**config.mk**
```make
export PLATFORM = sky130hd
export DESIGN_NAME = servo_trapezoid_stepper_flat
export DESIGN_NICKNAME = d
export VERILOG_FILES = /design/src/hdl/stp_pkg.sv /design/src/hdl/stp_if.sv /design/src/hdl/stp_mul.sv /design/src/hdl/stp_isqrt.sv /design/src/hdl/stp_div.sv /design/src/hdl/servo_trapezoid_stepper.sv /design/src/flat_wrapper.sv
export VERILOG_INCLUDE_DIRS = /design/src /design/src/hdl
export SDC_FILE = /design/constraint.sdc
export NUM_CORES = 2
export LEC_CHECK = 0
export BUFFER_PORTS_ARGS = -buffer_cell sky130_fd_sc_hd__buf_4
export CAP_MARGIN = 5
export CORE_AREA = 2 2 249 251
export DETAILED_ROUTE_END_ITERATION = 8
export DIE_AREA = 0 0 251 253
export GPL_ROUTABILITY_DRIVEN = 0
export MAX_ROUTING_LAYER = met4
export PLACE_DENSITY = 0.77
export SLEW_MARGIN = 5
export SYNTH_ARGS = -nofsm -noshare
export SYNTH_HDL_FRONTEND = slang
export SYNTH_HIERARCHICAL = 1
export SYNTH_SLANG_ARGS = --single-unit
```
**constraint.sdc**
```tcl
create_clock -name clk_i -period 10.85 [get_ports clk_i]
set_input_delay 2.17 -clock clk_i [delete_from_list [all_inputs] [get_ports clk_i]]
set_output_delay 2.17 -clock clk_i [all_outputs]
set_load 0.01 [all_outputs]
```
**src/hdl/servo_trapezoid_stepper_defines.svh**
```systemverilog
// ----------------------------------------------------------------------------
// Servo trapezoid stepper - assertion macros
// Shared concurrent assertion shorthands, sampled on the rising clock edge
// and disabled while the active-low reset is asserted.
// ----------------------------------------------------------------------------
`ifndef SERVO_TRAPEZOID_STEPPER_DEFINES_SVH
`define SERVO_TRAPEZOID_STEPPER_DEFINES_SVH

// same-cycle implication
`define STP_ASSERT_IMPLIES(lbl, clk, rstn, ante, cons, msg) \
  lbl: assert property (@(posedge clk) disable iff (!rstn) (ante) |-> (cons)) \
    else $error(msg);

// next-cycle implication
`define STP_ASSERT_NEXT(lbl, clk, rstn, ante, cons, msg) \
  lbl: assert property (@(posedge clk) disable iff (!rstn) (ante) |=> (cons)) \
    else $error(msg);

`endif

```
**src/hdl/stp_pkg.sv**
```systemverilog
// ----------------------------------------------------------------------------
// Servo trapezoid stepper - package
// Field widths, limits and register codes shared by the stepper files.
// ----------------------------------------------------------------------------
`default_nettype none

package stp_pkg;

  // item fields
  localparam int unsigned DegW     = 8;
  localparam int unsigned PulseW   = 11;
  localparam int unsigned DwellW   = 30;

  // configuration
  localparam int unsigned VW       = 20;
  localparam int unsigned AW       = 24;
  localparam int unsigned KW       = 31;  // holds 200 * accel
  localparam int unsigned CfgIdxW  = 1;
  localparam int unsigned CfgDataW = 24;

  // datapath
  localparam int unsigned StepW    = 8;   // step counts up to 180
  localparam int unsigned SqW      = 40;  // V^2 and d * 200A
  localparam int unsigned MulBW    = 20;
  localparam int unsigned RadW     = 46;  // 2000A(10n+1)
  localparam int unsigned RootW    = RadW / 2;
  localparam int unsigned SpW      = 24;  // speed in milli-deg/s

  localparam logic signed [DegW-1:0] PosMax = 8'sd90;
  localparam logic signed [DegW-1:0] PosMin = -8'sd90;

  localparam logic [VW-1:0]     VMin     = 20'd10;
  localparam logic [VW-1:0]     VMax     = 20'd1000000;
  localparam logic [AW-1:0]     AMin     = 24'd1;
  localparam logic [AW-1:0]     AMax     = 24'd10000000;
  localparam logic [DwellW-1:0] DwellNum = 30'd1000000000;

  typedef enum logic [CfgIdxW-1:0] {
    REG_MAX_SPEED = 1'b0,
    REG_ACCEL     = 1'b1
  } cfg_reg_e;

endpackage

`default_nettype wire

```
**src/hdl/stp_if.sv**
```systemverilog
// ----------------------------------------------------------------------------
// Servo trapezoid stepper - channel interfaces
// Valid/ready channels for requests, results and register writes.
// ----------------------------------------------------------------------------
`default_nettype none

interface stp_in_if;
  import stp_pkg::*;
  logic                   valid;
  logic                   ready;
  logic                   req_type;
  logic signed [DegW-1:0] target_degrees;

  modport source (output valid, output req_type, output target_degrees, input ready);
  modport sink   (input valid, input req_type, input target_degrees, output ready);
endinterface

interface stp_out_if;
  import stp_pkg::*;
  logic                   valid;
  logic                   ready;
  logic signed [DegW-1:0] position_deg;
  logic [PulseW-1:0]      pulse_us;
  logic [DwellW-1:0]      dwell_us;
  logic                   last_step;
  logic                   idle;

  modport source (output valid, output position_deg, output pulse_us, output dwell_us,
                  output last_step, output idle, input ready);
  modport sink   (input valid, input position_deg, input pulse_us, input dwell_us,
                  input last_step, input idle, output ready);
endinterface

interface stp_cfg_if;
  import stp_pkg::*;
  logic                valid;
  logic                ready;
  logic [CfgIdxW-1:0]  index;
  logic [CfgDataW-1:0] data;

  modport source (output valid, output index, output data, input ready);
  modport sink   (input valid, input index, input data, output ready);
endinterface

`default_nettype wire

```
**src/hdl/stp_mul.sv**
```systemverilog
// ----------------------------------------------------------------------------
// Servo trapezoid stepper - serial multiplier
// Shift-and-add, one multiplier bit per cycle, LSB first; stops as soon as
// the remaining multiplier bits are all zero.
// ----------------------------------------------------------------------------
`default_nettype none

module stp_mul #(
  parameter int unsigned OpAW = 31,
  parameter int unsigned OpBW = 20
) (
  input  wire logic                 clk_i,
  input  wire logic                 rst_ni,
  input  wire logic                 start_i,
  input  wire logic [OpAW-1:0]      a_i,
  input  wire logic [OpBW-1:0]      b_i,
  output logic                      done_o,
  output logic [OpAW+OpBW-1:0]      prod_o
);

  localparam int unsigned PW = OpAW + OpBW;

  logic          busy_q, done_q;
  logic [PW-1:0] a_q, acc_q;
  logic [OpBW-1:0] b_q;

  always_ff @(posedge clk_i or negedge rst_ni) begin
    if (!rst_ni) begin
      busy_q <= 1'b0;
      done_q <= 1'b0;
    end else begin
      done_q <= 1'b0;
      if (start_i) begin
        busy_q <= 1'b1;
      end else if (busy_q && (b_q == '0)) begin
        busy_q <= 1'b0;
        done_q <= 1'b1;
      end
    end
  end

  always_ff @(posedge clk_i) begin
    if (start_i) begin
      a_q   <= PW'(a_i);
      b_q   <= b_i;
      acc_q <= '0;
    end else if (busy_q && (b_q != '0)) begin
      if (b_q[0]) begin
        acc_q <= acc_q + a_q;
      end
      a_q <= a_q << 1;
      b_q <= b_q >> 1;
    end
  end

  assign done_o = done_q;
  assign prod_o = acc_q;

endmodule

`default_nettype wire

```
**src/hdl/stp_isqrt.sv**
```systemverilog
// ----------------------------------------------------------------------------
// Servo trapezoid stepper - serial square root
// Digit-by-digit integer square root, two radicand bits and one root bit
// per cycle.
// ----------------------------------------------------------------------------
`default_nettype none

module stp_isqrt #(
  parameter int unsigned XW = 46
) (
  input  wire logic            clk_i,
  input  wire logic            rst_ni,
  input  wire logic            start_i,
  input  wire logic [XW-1:0]   x_i,
  output logic                 done_o,
  output logic [XW/2-1:0]      root_o
);

  localparam int unsigned QW   = XW / 2;
  localparam int unsigned RemW = QW + 3;
  localparam int unsigned CntW = $clog2(QW);

  logic            busy_q, done_q;
  logic [CntW-1:0] cnt_q;
  logic [XW-1:0]   x_q;
  logic [RemW-1:0] rem_q;
  logic [QW-1:0]   root_q;

  logic [RemW-1:0] rem_sh, trial;
  logic            ge;

  // remainder stays below 2*root + 1, so its top two bits are free to shift out
  assign rem_sh = {rem_q[RemW-3:0], x_q[XW-1:XW-2]};
  assign trial  = RemW'({root_q, 2'b01});
  assign ge     = rem_sh >= trial;

  always_ff @(posedge clk_i or negedge rst_ni) begin
    if (!rst_ni) begin
      busy_q <= 1'b0;
      done_q <= 1'b0;
      cnt_q  <= '0;
    end else begin
      done_q <= 1'b0;
      if (start_i) begin
        busy_q <= 1'b1;
        cnt_q  <= '0;
      end else if (busy_q) begin
        cnt_q <= cnt_q + 1'b1;
        if (cnt_q == CntW'(QW - 1)) begin
          busy_q <= 1'b0;
          done_q <= 1'b1;
        end
      end
    end
  end

  always_ff @(posedge clk_i) begin
    if (start_i) begin
      x_q    <= x_i;
      rem_q  <= '0;
      root_q <= '0;
    end else if (busy_q) begin
      x_q    <= x_q << 2;
      rem_q  <= ge ? (rem_sh - trial) : rem_sh;
      root_q <= {root_q[QW-2:0], ge};
    end
  end

  assign done_o = done_q;
  assign root_o = root_q;

endmodule

`default_nettype wire

```
**src/hdl/stp_div.sv**
```systemverilog
// ----------------------------------------------------------------------------
// Servo trapezoid stepper - serial divider
// Restoring division, one quotient bit per cycle.
// Divisor must be non-zero.
// ----------------------------------------------------------------------------
`default_nettype none

module stp_div #(
  parameter int unsigned NW = 30,
  parameter int unsigned DW = 24
) (
  input  wire logic          clk_i,
  input  wire logic          rst_ni,
  input  wire logic          start_i,
  input  wire logic [NW-1:0] num_i,
  input  wire logic [DW-1:0] den_i,
  output logic               done_o,
  output logic [NW-1:0]      quo_o
);

  localparam int unsigned CntW = $clog2(NW);

  logic            busy_q, done_q;
  logic [CntW-1:0] cnt_q;
  logic [NW-1:0]   num_q, quo_q;
  logic [DW-1:0]   den_q, rem_q;

  logic [DW:0]     rem_sh, diff;
  logic            ge;

  assign rem_sh = {rem_q, num_q[NW-1]};
  assign diff   = rem_sh - {1'b0, den_q};
  assign ge     = rem_sh >= {1'b0, den_q};

  always_ff @(posedge clk_i or negedge rst_ni) begin
    if (!rst_ni) begin
      busy_q <= 1'b0;
      done_q <= 1'b0;
      cnt_q  <= '0;
    end else begin
      done_q <= 1'b0;
      if (start_i) begin
        busy_q <= 1'b1;
        cnt_q  <= '0;
      end else if (busy_q) begin
        cnt_q <= cnt_q + 1'b1;
        if (cnt_q == CntW'(NW - 1)) begin
          busy_q <= 1'b0;
          done_q <= 1'b1;
        end
      end
    end
  end

  always_ff @(posedge clk_i) begin
    if (start_i) begin
      num_q <= num_i;
      den_q <= den_i;
      rem_q <= '0;
      quo_q <= '0;
    end else if (busy_q) begin
      num_q <= num_q << 1;
      rem_q <= ge ? diff[DW-1:0] : rem_sh[DW-1:0];
      quo_q <= {quo_q[NW-2:0], ge};
    end
  end

  assign done_o = done_q;
  assign quo_o  = quo_q;

endmodule

`default_nettype wire

```
**src/hdl/servo_trapezoid_stepper.sv**
```systemverilog
// ----------------------------------------------------------------------------
// Servo trapezoid stepper - top level
// Steps a servo one degree per request with trapezoidal step timing.
// ----------------------------------------------------------------------------
// A start request (req_type 0) latches a target clamped to +/-90 degrees and
// is taken with no result. A step request (req_type 1) gives one result: new
// position, pulse width and the dwell before the next step. A step with no move
// in progress goes straight to the output state and is answered with dwell 0
// and idle set. A step during a move runs a sequencer over three serial units:
// a bit-serial multiplier (one multiplier bit per cycle) forms V^2, d*200A,
// (T-d)*200A and the radicand; a digit-serial square root runs 23 iterations;
// a restoring divider forms the dwell in 30 iterations. A cruise step skips the
// radicand and the root; an acceleration or deceleration step runs both. The
// root and divider always run all their iterations; each multiply ends once
// its remaining multiplier bits are zero, so its length varies with the bit
// counts of V (up to 20), d and T-d. New requests are taken only between
// steps; a finished result waits in the output register without holding up
// the next request.
// ----------------------------------------------------------------------------
`default_nettype none
`include "servo_trapezoid_stepper_defines.svh"

module servo_trapezoid_stepper (
  input  wire logic clk_i,
  input  wire logic rst_ni,
  stp_in_if.sink    in_i,
  stp_out_if.source out_o,
  stp_cfg_if.sink   cfg_i
);

  import stp_pkg::*;

  typedef enum logic [7:0] {
    ST_IDLE = 8'b0000_0001,
    ST_SQ   = 8'b0000_0010,
    ST_P1   = 8'b0000_0100,
    ST_P2   = 8'b0000_1000,
    ST_RAD  = 8'b0001_0000,
    ST_ROOT = 8'b0010_0000,
    ST_DIV  = 8'b0100_0000,
    ST_OUT  = 8'b1000_0000
  } state_e;

  localparam int unsigned ProdW = KW + MulBW;

  function automatic logic [PulseW-1:0] pulse_for(input logic [DegW-1:0] off);
    logic [13:0] y;
    logic [26:0] z;
    // floor(off*50/9) via reciprocal 7282/65536, exact for off up to 180
    y = (14'(off) << 5) + (14'(off) << 4) + (14'(off) << 1);
    z = 27'(y) * 27'd7282;
    return PulseW'(11'd1000 + 11'(z[26:16]));
  endfunction

  // ---- state ----
  state_e                 state_q;
  logic                   go_q;
  logic [VW-1:0]          v_q;
  logic [KW-1:0]          k_q;
  logic signed [DegW-1:0] pos_q;
  logic [StepW-1:0]       total_q, done_cnt_q;
  logic                   moving_q, dir_neg_q;

  logic [SqW-1:0]         v2_q, p1_q;
  logic [StepW-1:0]       n_q;
  logic [SpW-1:0]         sp_q;
  logic [DwellW-1:0]      dwell_q;
  logic                   res_last_q, res_idle_q;

  logic                   out_valid_q;
  logic signed [DegW-1:0] out_pos_q;
  logic [PulseW-1:0]      out_pulse_q;
  logic [DwellW-1:0]      out_dwell_q;
  logic                   out_last_q, out_idle_q;

  // ---- handshakes ----
  logic in_acc, cfg_acc, out_free;

  assign in_i.ready  = state_q == ST_IDLE;
  assign cfg_i.ready = 1'b1;
  assign in_acc      = in_i.valid && in_i.ready;
  assign cfg_acc     = cfg_i.valid && cfg_i.ready;
  assign out_free    = !out_valid_q || out_o.ready;

  // ---- start request ----
  logic signed [DegW-1:0] tgt_c;
  logic signed [DegW:0]   diff, mag;

  always_comb begin
    if (in_i.target_degrees > PosMax) begin
      tgt_c = PosMax;
    end else if (in_i.target_degrees < PosMin) begin
      tgt_c = PosMin;
    end else begin
      tgt_c = in_i.target_degrees;
    end
    diff = (DegW+1)'(tgt_c) - (DegW+1)'(pos_q);
    mag  = diff[DegW] ? -diff : diff;
  end

  // ---- configuration ----
  logic [VW-1:0] v_w;
  logic [AW-1:0] a_w;

  always_comb begin
    v_w = cfg_i.data[VW-1:0];
    if (v_w < VMin) begin
      v_w = VMin;
    end else if (v_w > VMax) begin
      v_w = VMax;
    end
    a_w = cfg_i.data[AW-1:0];
    if (a_w < AMin) begin
      a_w = AMin;
    end else if (a_w > AMax) begin
      a_w = AMax;
    end
  end

  // ---- step arithmetic ----
  logic [StepW-1:0] cnt_inc, rem;
  logic             half, accel, cruise;
  logic [14:0]      rad_b;
  logic [SpW-1:0]   cruise_sp;

  logic             mul_start, mul_done;
  logic [KW-1:0]    mul_a;
  logic [MulBW-1:0] mul_b;
  logic [ProdW-1:0] mul_prod;
  logic             sqrt_start, sqrt_done;
  logic [RootW-1:0] root;
  logic             div_start, div_done;
  logic [DwellW-1:0] quo;

  assign cnt_inc   = done_cnt_q + 1'b1;
  assign rem       = total_q - done_cnt_q;
  assign half      = {done_cnt_q, 1'b0} < {1'b0, total_q};
  assign accel     = (p1_q < v2_q) && half;
  assign cruise    = (v2_q < mul_prod[SqW-1:0]) || half;
  assign rad_b     = (15'(n_q) << 6) + (15'(n_q) << 5) + (15'(n_q) << 2) + 15'd10;
  assign cruise_sp = (SpW'(v_q) << 3) + (SpW'(v_q) << 1);

  always_comb begin
    mul_a = k_q;
    mul_b = '0;
    unique case (state_q)
      ST_SQ:   begin
        mul_a = KW'(v_q);
        mul_b = v_q;
      end
      ST_P1:   mul_b = MulBW'(done_cnt_q);
      ST_P2:   mul_b = MulBW'(rem);
      ST_RAD:  mul_b = MulBW'(rad_b);
      default: mul_b = '0;
    endcase
  end

  assign mul_start  = go_q && ((state_q == ST_SQ) || (state_q == ST_P1) ||
                               (state_q == ST_P2) || (state_q == ST_RAD));
  assign sqrt_start = go_q && (state_q == ST_ROOT);
  assign div_start  = go_q && (state_q == ST_DIV);

  stp_mul #(
    .OpAW (KW),
    .OpBW (MulBW)
  ) u_mul (
    .clk_i   (clk_i),
    .rst_ni  (rst_ni),
    .start_i (mul_start),
    .a_i     (mul_a),
    .b_i     (mul_b),
    .done_o  (mul_done),
    .prod_o  (mul_prod)
  );

  stp_isqrt #(
    .XW (RadW)
  ) u_isqrt (
    .clk_i   (clk_i),
    .rst_ni  (rst_ni),
    .start_i (sqrt_start),
    .x_i     (mul_prod[RadW-1:0]),
    .done_o  (sqrt_done),
    .root_o  (root)
  );

  stp_div #(
    .NW (DwellW),
    .DW (SpW)
  ) u_div (
    .clk_i   (clk_i),
    .rst_ni  (rst_ni),
    .start_i (div_start),
    .num_i   (DwellNum),
    .den_i   (sp_q),
    .done_o  (div_done),
    .quo_o   (quo)
  );

  // ---- control ----
  always_ff @(posedge clk_i or negedge rst_ni) begin
    if (!rst_ni) begin
      state_q     <= ST_IDLE;
      go_q        <= 1'b0;
      v_q         <= VMin;
      k_q         <= 31'd200;
      pos_q       <= PosMax;
      total_q     <= '0;
      done_cnt_q  <= '0;
      moving_q    <= 1'b0;
      dir_neg_q   <= 1'b0;
      out_valid_q <= 1'b0;
    end else begin
      go_q <= 1'b0;
      if (out_valid_q && out_o.ready) begin
        out_valid_q <= 1'b0;
      end
      if (cfg_acc) begin
        unique case (cfg_reg_e'(cfg_i.index))
          REG_MAX_SPEED: v_q <= v_w;
          REG_ACCEL:     k_q <= (KW'(a_w) << 7) + (KW'(a_w) << 6) + (KW'(a_w) << 3);
          default:       v_q <= v_q;
        endcase
      end
      unique case (state_q)
        ST_IDLE: begin
          if (in_acc) begin
            if (!in_i.req_type) begin
              dir_neg_q  <= diff[DegW];
              total_q    <= mag[StepW-1:0];
              done_cnt_q <= '0;
              moving_q   <= mag != '0;
            end else if (!moving_q) begin
              state_q <= ST_OUT;
            end else begin
              done_cnt_q <= cnt_inc;
              pos_q      <= dir_neg_q ? pos_q - 8'sd1 : pos_q + 8'sd1;
              if (cnt_inc == total_q) begin
                moving_q <= 1'b0;
              end
              state_q <= ST_SQ;
              go_q    <= 1'b1;
            end
          end
        end
        ST_SQ: begin
          if (mul_done) begin
            state_q <= ST_P1;
            go_q    <= 1'b1;
          end
        end
        ST_P1: begin
          if (mul_done) begin
            state_q <= ST_P2;
            go_q    <= 1'b1;
          end
        end
        ST_P2: begin
          if (mul_done) begin
            state_q <= (accel || !cruise) ? ST_RAD : ST_DIV;
            go_q    <= 1'b1;
          end
        end
        ST_RAD: begin
          if (mul_done) begin
            state_q <= ST_ROOT;
            go_q    <= 1'b1;
          end
        end
        ST_ROOT: begin
          if (sqrt_done) begin
            state_q <= ST_DIV;
            go_q    <= 1'b1;
          end
        end
        ST_DIV: begin
          if (div_done) begin
            state_q <= ST_OUT;
          end
        end
        ST_OUT: begin
          if (out_free) begin
            out_valid_q <= 1'b1;
            state_q     <= ST_IDLE;
          end
        end
        default: state_q <= ST_IDLE;
      endcase
    end
  end

  // ---- datapath ----
  always_ff @(posedge clk_i) begin
    if ((state_q == ST_IDLE) && in_acc && in_i.req_type) begin
      res_idle_q <= !moving_q;
      res_last_q <= moving_q && (cnt_inc == total_q);
      dwell_q    <= '0;
    end
    if ((state_q == ST_SQ) && mul_done) begin
      v2_q <= mul_prod[SqW-1:0];
    end
    if ((state_q == ST_P1) && mul_done) begin
      p1_q <= mul_prod[SqW-1:0];
    end
    if ((state_q == ST_P2) && mul_done) begin
      n_q  <= accel ? done_cnt_q : rem;
      sp_q <= cruise_sp;
    end
    if ((state_q == ST_ROOT) && sqrt_done) begin
      sp_q <= (root == '0) ? SpW'(1) : SpW'(root);
    end
    if ((state_q == ST_DIV) && div_done) begin
      dwell_q <= quo;
    end
    if ((state_q == ST_OUT) && out_free) begin
      out_pos_q   <= pos_q;
      out_pulse_q <= pulse_for(DegW'(pos_q) + DegW'(PosMax));
      out_dwell_q <= dwell_q;
      out_last_q  <= res_last_q;
      out_idle_q  <= res_idle_q;
    end
  end

  assign out_o.valid        = out_valid_q;
  assign out_o.position_deg = out_pos_q;
  assign out_o.pulse_us     = out_pulse_q;
  assign out_o.dwell_us     = out_dwell_q;
  assign out_o.last_step    = out_last_q;
  assign out_o.idle         = out_idle_q;

  // ---- assertions ----
  `STP_ASSERT_IMPLIES(a_cnt_bound, clk_i, rst_ni, moving_q, done_cnt_q < total_q, "step count ran past move length")
  `STP_ASSERT_IMPLIES(a_pos_range, clk_i, rst_ni, 1'b1, (pos_q <= PosMax) && (pos_q >= PosMin), "position out of range")
  `STP_ASSERT_NEXT(a_step_busy, clk_i, rst_ni, in_acc && in_i.req_type && moving_q, (state_q == ST_SQ) && go_q, "step transfer did not launch sequencer")
  `STP_ASSERT_IMPLIES(a_last_not_idle, clk_i, rst_ni, out_valid_q && out_last_q, !out_idle_q, "idle result flagged as last step")

endmodule

`default_nettype wire
```
**src/flat_wrapper.sv**
```systemverilog
// flat-port wrapper written by rule: the top's interface ports become plain ports
module servo_trapezoid_stepper_flat import stp_pkg::*;
  (clk_i, rst_ni, in_i_valid, in_i_req_type, in_i_target_degrees, in_i_ready, out_o_valid, out_o_position_deg, out_o_pulse_us, out_o_dwell_us, out_o_last_step, out_o_idle, out_o_ready, cfg_i_valid, cfg_i_index, cfg_i_data, cfg_i_ready);
  stp_in_if in_i_i ();
  stp_out_if out_o_i ();
  stp_cfg_if cfg_i_i ();
  input  wire logic clk_i;
  input  wire logic rst_ni;
  input wire logic [$bits(in_i_i.valid)-1:0] in_i_valid;
  input wire logic [$bits(in_i_i.req_type)-1:0] in_i_req_type;
  input wire logic [$bits(in_i_i.target_degrees)-1:0] in_i_target_degrees;
  output wire logic [$bits(in_i_i.ready)-1:0] in_i_ready;
  output wire logic [$bits(out_o_i.valid)-1:0] out_o_valid;
  output wire logic [$bits(out_o_i.position_deg)-1:0] out_o_position_deg;
  output wire logic [$bits(out_o_i.pulse_us)-1:0] out_o_pulse_us;
  output wire logic [$bits(out_o_i.dwell_us)-1:0] out_o_dwell_us;
  output wire logic [$bits(out_o_i.last_step)-1:0] out_o_last_step;
  output wire logic [$bits(out_o_i.idle)-1:0] out_o_idle;
  input wire logic [$bits(out_o_i.ready)-1:0] out_o_ready;
  input wire logic [$bits(cfg_i_i.valid)-1:0] cfg_i_valid;
  input wire logic [$bits(cfg_i_i.index)-1:0] cfg_i_index;
  input wire logic [$bits(cfg_i_i.data)-1:0] cfg_i_data;
  output wire logic [$bits(cfg_i_i.ready)-1:0] cfg_i_ready;
  assign in_i_i.valid = in_i_valid;
  assign in_i_i.req_type = in_i_req_type;
  assign in_i_i.target_degrees = in_i_target_degrees;
  assign in_i_ready = in_i_i.ready;
  assign out_o_valid = out_o_i.valid;
  assign out_o_position_deg = out_o_i.position_deg;
  assign out_o_pulse_us = out_o_i.pulse_us;
  assign out_o_dwell_us = out_o_i.dwell_us;
  assign out_o_last_step = out_o_i.last_step;
  assign out_o_idle = out_o_i.idle;
  assign out_o_i.ready = out_o_ready;
  assign cfg_i_i.valid = cfg_i_valid;
  assign cfg_i_i.index = cfg_i_index;
  assign cfg_i_i.data = cfg_i_data;
  assign cfg_i_ready = cfg_i_i.ready;
  servo_trapezoid_stepper u_core (.clk_i(clk_i), .rst_ni(rst_ni), .in_i(in_i_i), .out_o(out_o_i), .cfg_i(cfg_i_i));
endmodule
```
==> qor.yml <==
status:
  status: "complete, no violations"
setup_path:
  cp_top_family: "adder cells"
  endpoint_kind: "flip-flop"
  cp_data_required_time_ns: 11.20
  cp-start-kind: "flip-flop"
  arrival_ns: 8.97
  critPathKind: "reg2reg"
  timing.critical_path.mode_cell: "inv_1"
  path_buf_inv: 6
  slowest_delay_ns: 0.64
  worstPathMaxFanout: 8
  crit_slowest_cell: "dfstp_2"
grt:
  grt_pass1_vias: 26600
  grt_util_met3: 0.0425
  grt_max_degree: 72
  grt.met1_usage: 0.357
  antenna_found_initial: 2
  grtUsageMet2: 0.427
  grt_pass1_wl_um: 135000
  grt-ovfl-total: 0
  grt.busiest_layer: "met2"
  grt_usage: 0.270
routing:
  num_vias: 27500
  drc: 0
  wl_um: 83400
  routedWlPerCell_um: 18.0
  ant_nets: 0
  drt_iter0_markers: 2230
  post_drt_via_cell_ratio: 5.93
  dr.pass1.iters: 6
logic_synthesis:
  ys.warnings.count: 6
  synthCells: 3709
  syn_avg_cell_area_um2: 10.2
  syn_area_um2: 37800
cts:
  numCtsBuffers: 67
  htreeDepth: 3
  post_cts_buffers: 0
  insertion_delay_ns: 0.61
  clkSinkCount: 608
  ctsHoldBuffers: 0
  cts_tree: "done"
  cts-root-buf: "clkbuf_16"
  clkTransAtPathRegs_ns: 0.06
  ctsResizeCount: 0
  cts_max_path_buffers: 3
timing:
  finalSetupViolations: 0
  finalCritPeriodShare: 0.795
  slew_headroom: 0.205
  grt_setup_unrepaired: "no"
  fmax_ghz: 0.116
  finalHoldViolCount: 0
  clock_skew_ns: 0.0250
  setup-tns-final_ns: 0
  drv_slew: 0
  final.min_clock_period_ns: 8.62
  tightest_slew_ns: 1.19
flow_run:
  maxCapViolCount: 0
place:
  portBuffers: 91
  hpwlAfterDp_um: 60600
finish:
  fill_cells: 4679
  drive_above_1_share: 0.114
  multiInputGateArea_um2: 20000
  nNetsFinal: 4239
  syn2layout_area_growth_pct: 9.78
  ff_latch_area_um2: 16200
die:
  pin_count: 93
  die_y_um: 253
  core_um2: 61000
  initial_core_util: 0.619
  die_w_um: 251
  row_count: 91
  fp.dieArea_um2: 63500
min_path:
  hp-class: "reg2reg"
[cell usage in the layout (no fill, tap or decap), drive strengths merged, types with 23 or more instances in the layout]
cell type	instances
nand3	60
dfrtp	90
edfxtp	346
a21oi	256
nand2b	27
nor4	26
conb	31
nand2	320
fa	61
clkbuf	99
nand4	38
o21a	23
ha	352
o21ai	189
mux2	131
nor3	44
inv	345
xor2	85
xnor2	113
mux2i	90
and3	65
nor2b	35
dfxtp	162
a21o	108
a211oi	43
nor2	246
buf	110
a31oi	30
and2	41
[metrics by stage]
| stage | worst slack, ns | hold slack, ns | instances | instance area, um2 | utilization |
|---|---|---|---|---|---|
| finish | 2.23 | 0.416 | 4633 | 41500 | 0.680 |
| global route | 1.82 | 0.422 | 4632 | 41500 | 0.680 |
| CTS | 2.32 | 0.416 | 4632 | 41500 | 0.680 |
| detailed placement | 2.40 | 0.405 | 4508 | 39200 | 0.643 |
| global placement | 2.69 | 0.402 | 4508 | 39200 | 0.643 |
| floorplan | 3.17 | 0.400 | 3738 | 37900 | - |
[layout make-up]
type,instances,area share
diodes,1,0.0000603
flip-flops and latches,608,0.389
repair buffers,110,0.0199
well taps,790,0.0238
clock inverters,25,0.00799
inverters,343,0.0310
multi-input cells,2657,0.481
clock buffers,99,0.0468
[final timing paths]
path,from,to,slack (ns),cells past startpoint
setup reg to reg,u_core/pos_q[1],u_core/out_o.pulse_us[7],2.23,31
hold reg to reg,u_core/sp_q[8],u_core/u_div/den_q[8],0.42,0
min in group asynchronous,rst_ni,u_core/total_q[3],1.56,1
setup / recovery,u_core/pos_q[1],u_core/out_o.pulse_us[7],2.23,31
max in group asynchronous,rst_ni,u_core/u_div/busy_q,7.96,2
hold / removal,u_core/sp_q[8],u_core/u_div/den_q[8],0.42,0
[registers in the layout (all words and copies together) (netlist names), 40 cells and up]
register             count
u_core/p1_q             40
u_core/u_isqrt/x_q      46
u_core/v2_q             40
u_core/u_mul/prod_o     46
u_core/u_mul/a_q        46
[layer usage]
metal / part of all wire / vias up
met1: 0.45 / 13100
met2: 0.46 / 839
met4: 0.027 / 0
met3: 0.064 / 153
li1: - / 13400
met5: 0 / -
Power is left out: the tool's default activity adds up to more than one toggle a clock period on the data nets, which glitch-free logic cannot reach.
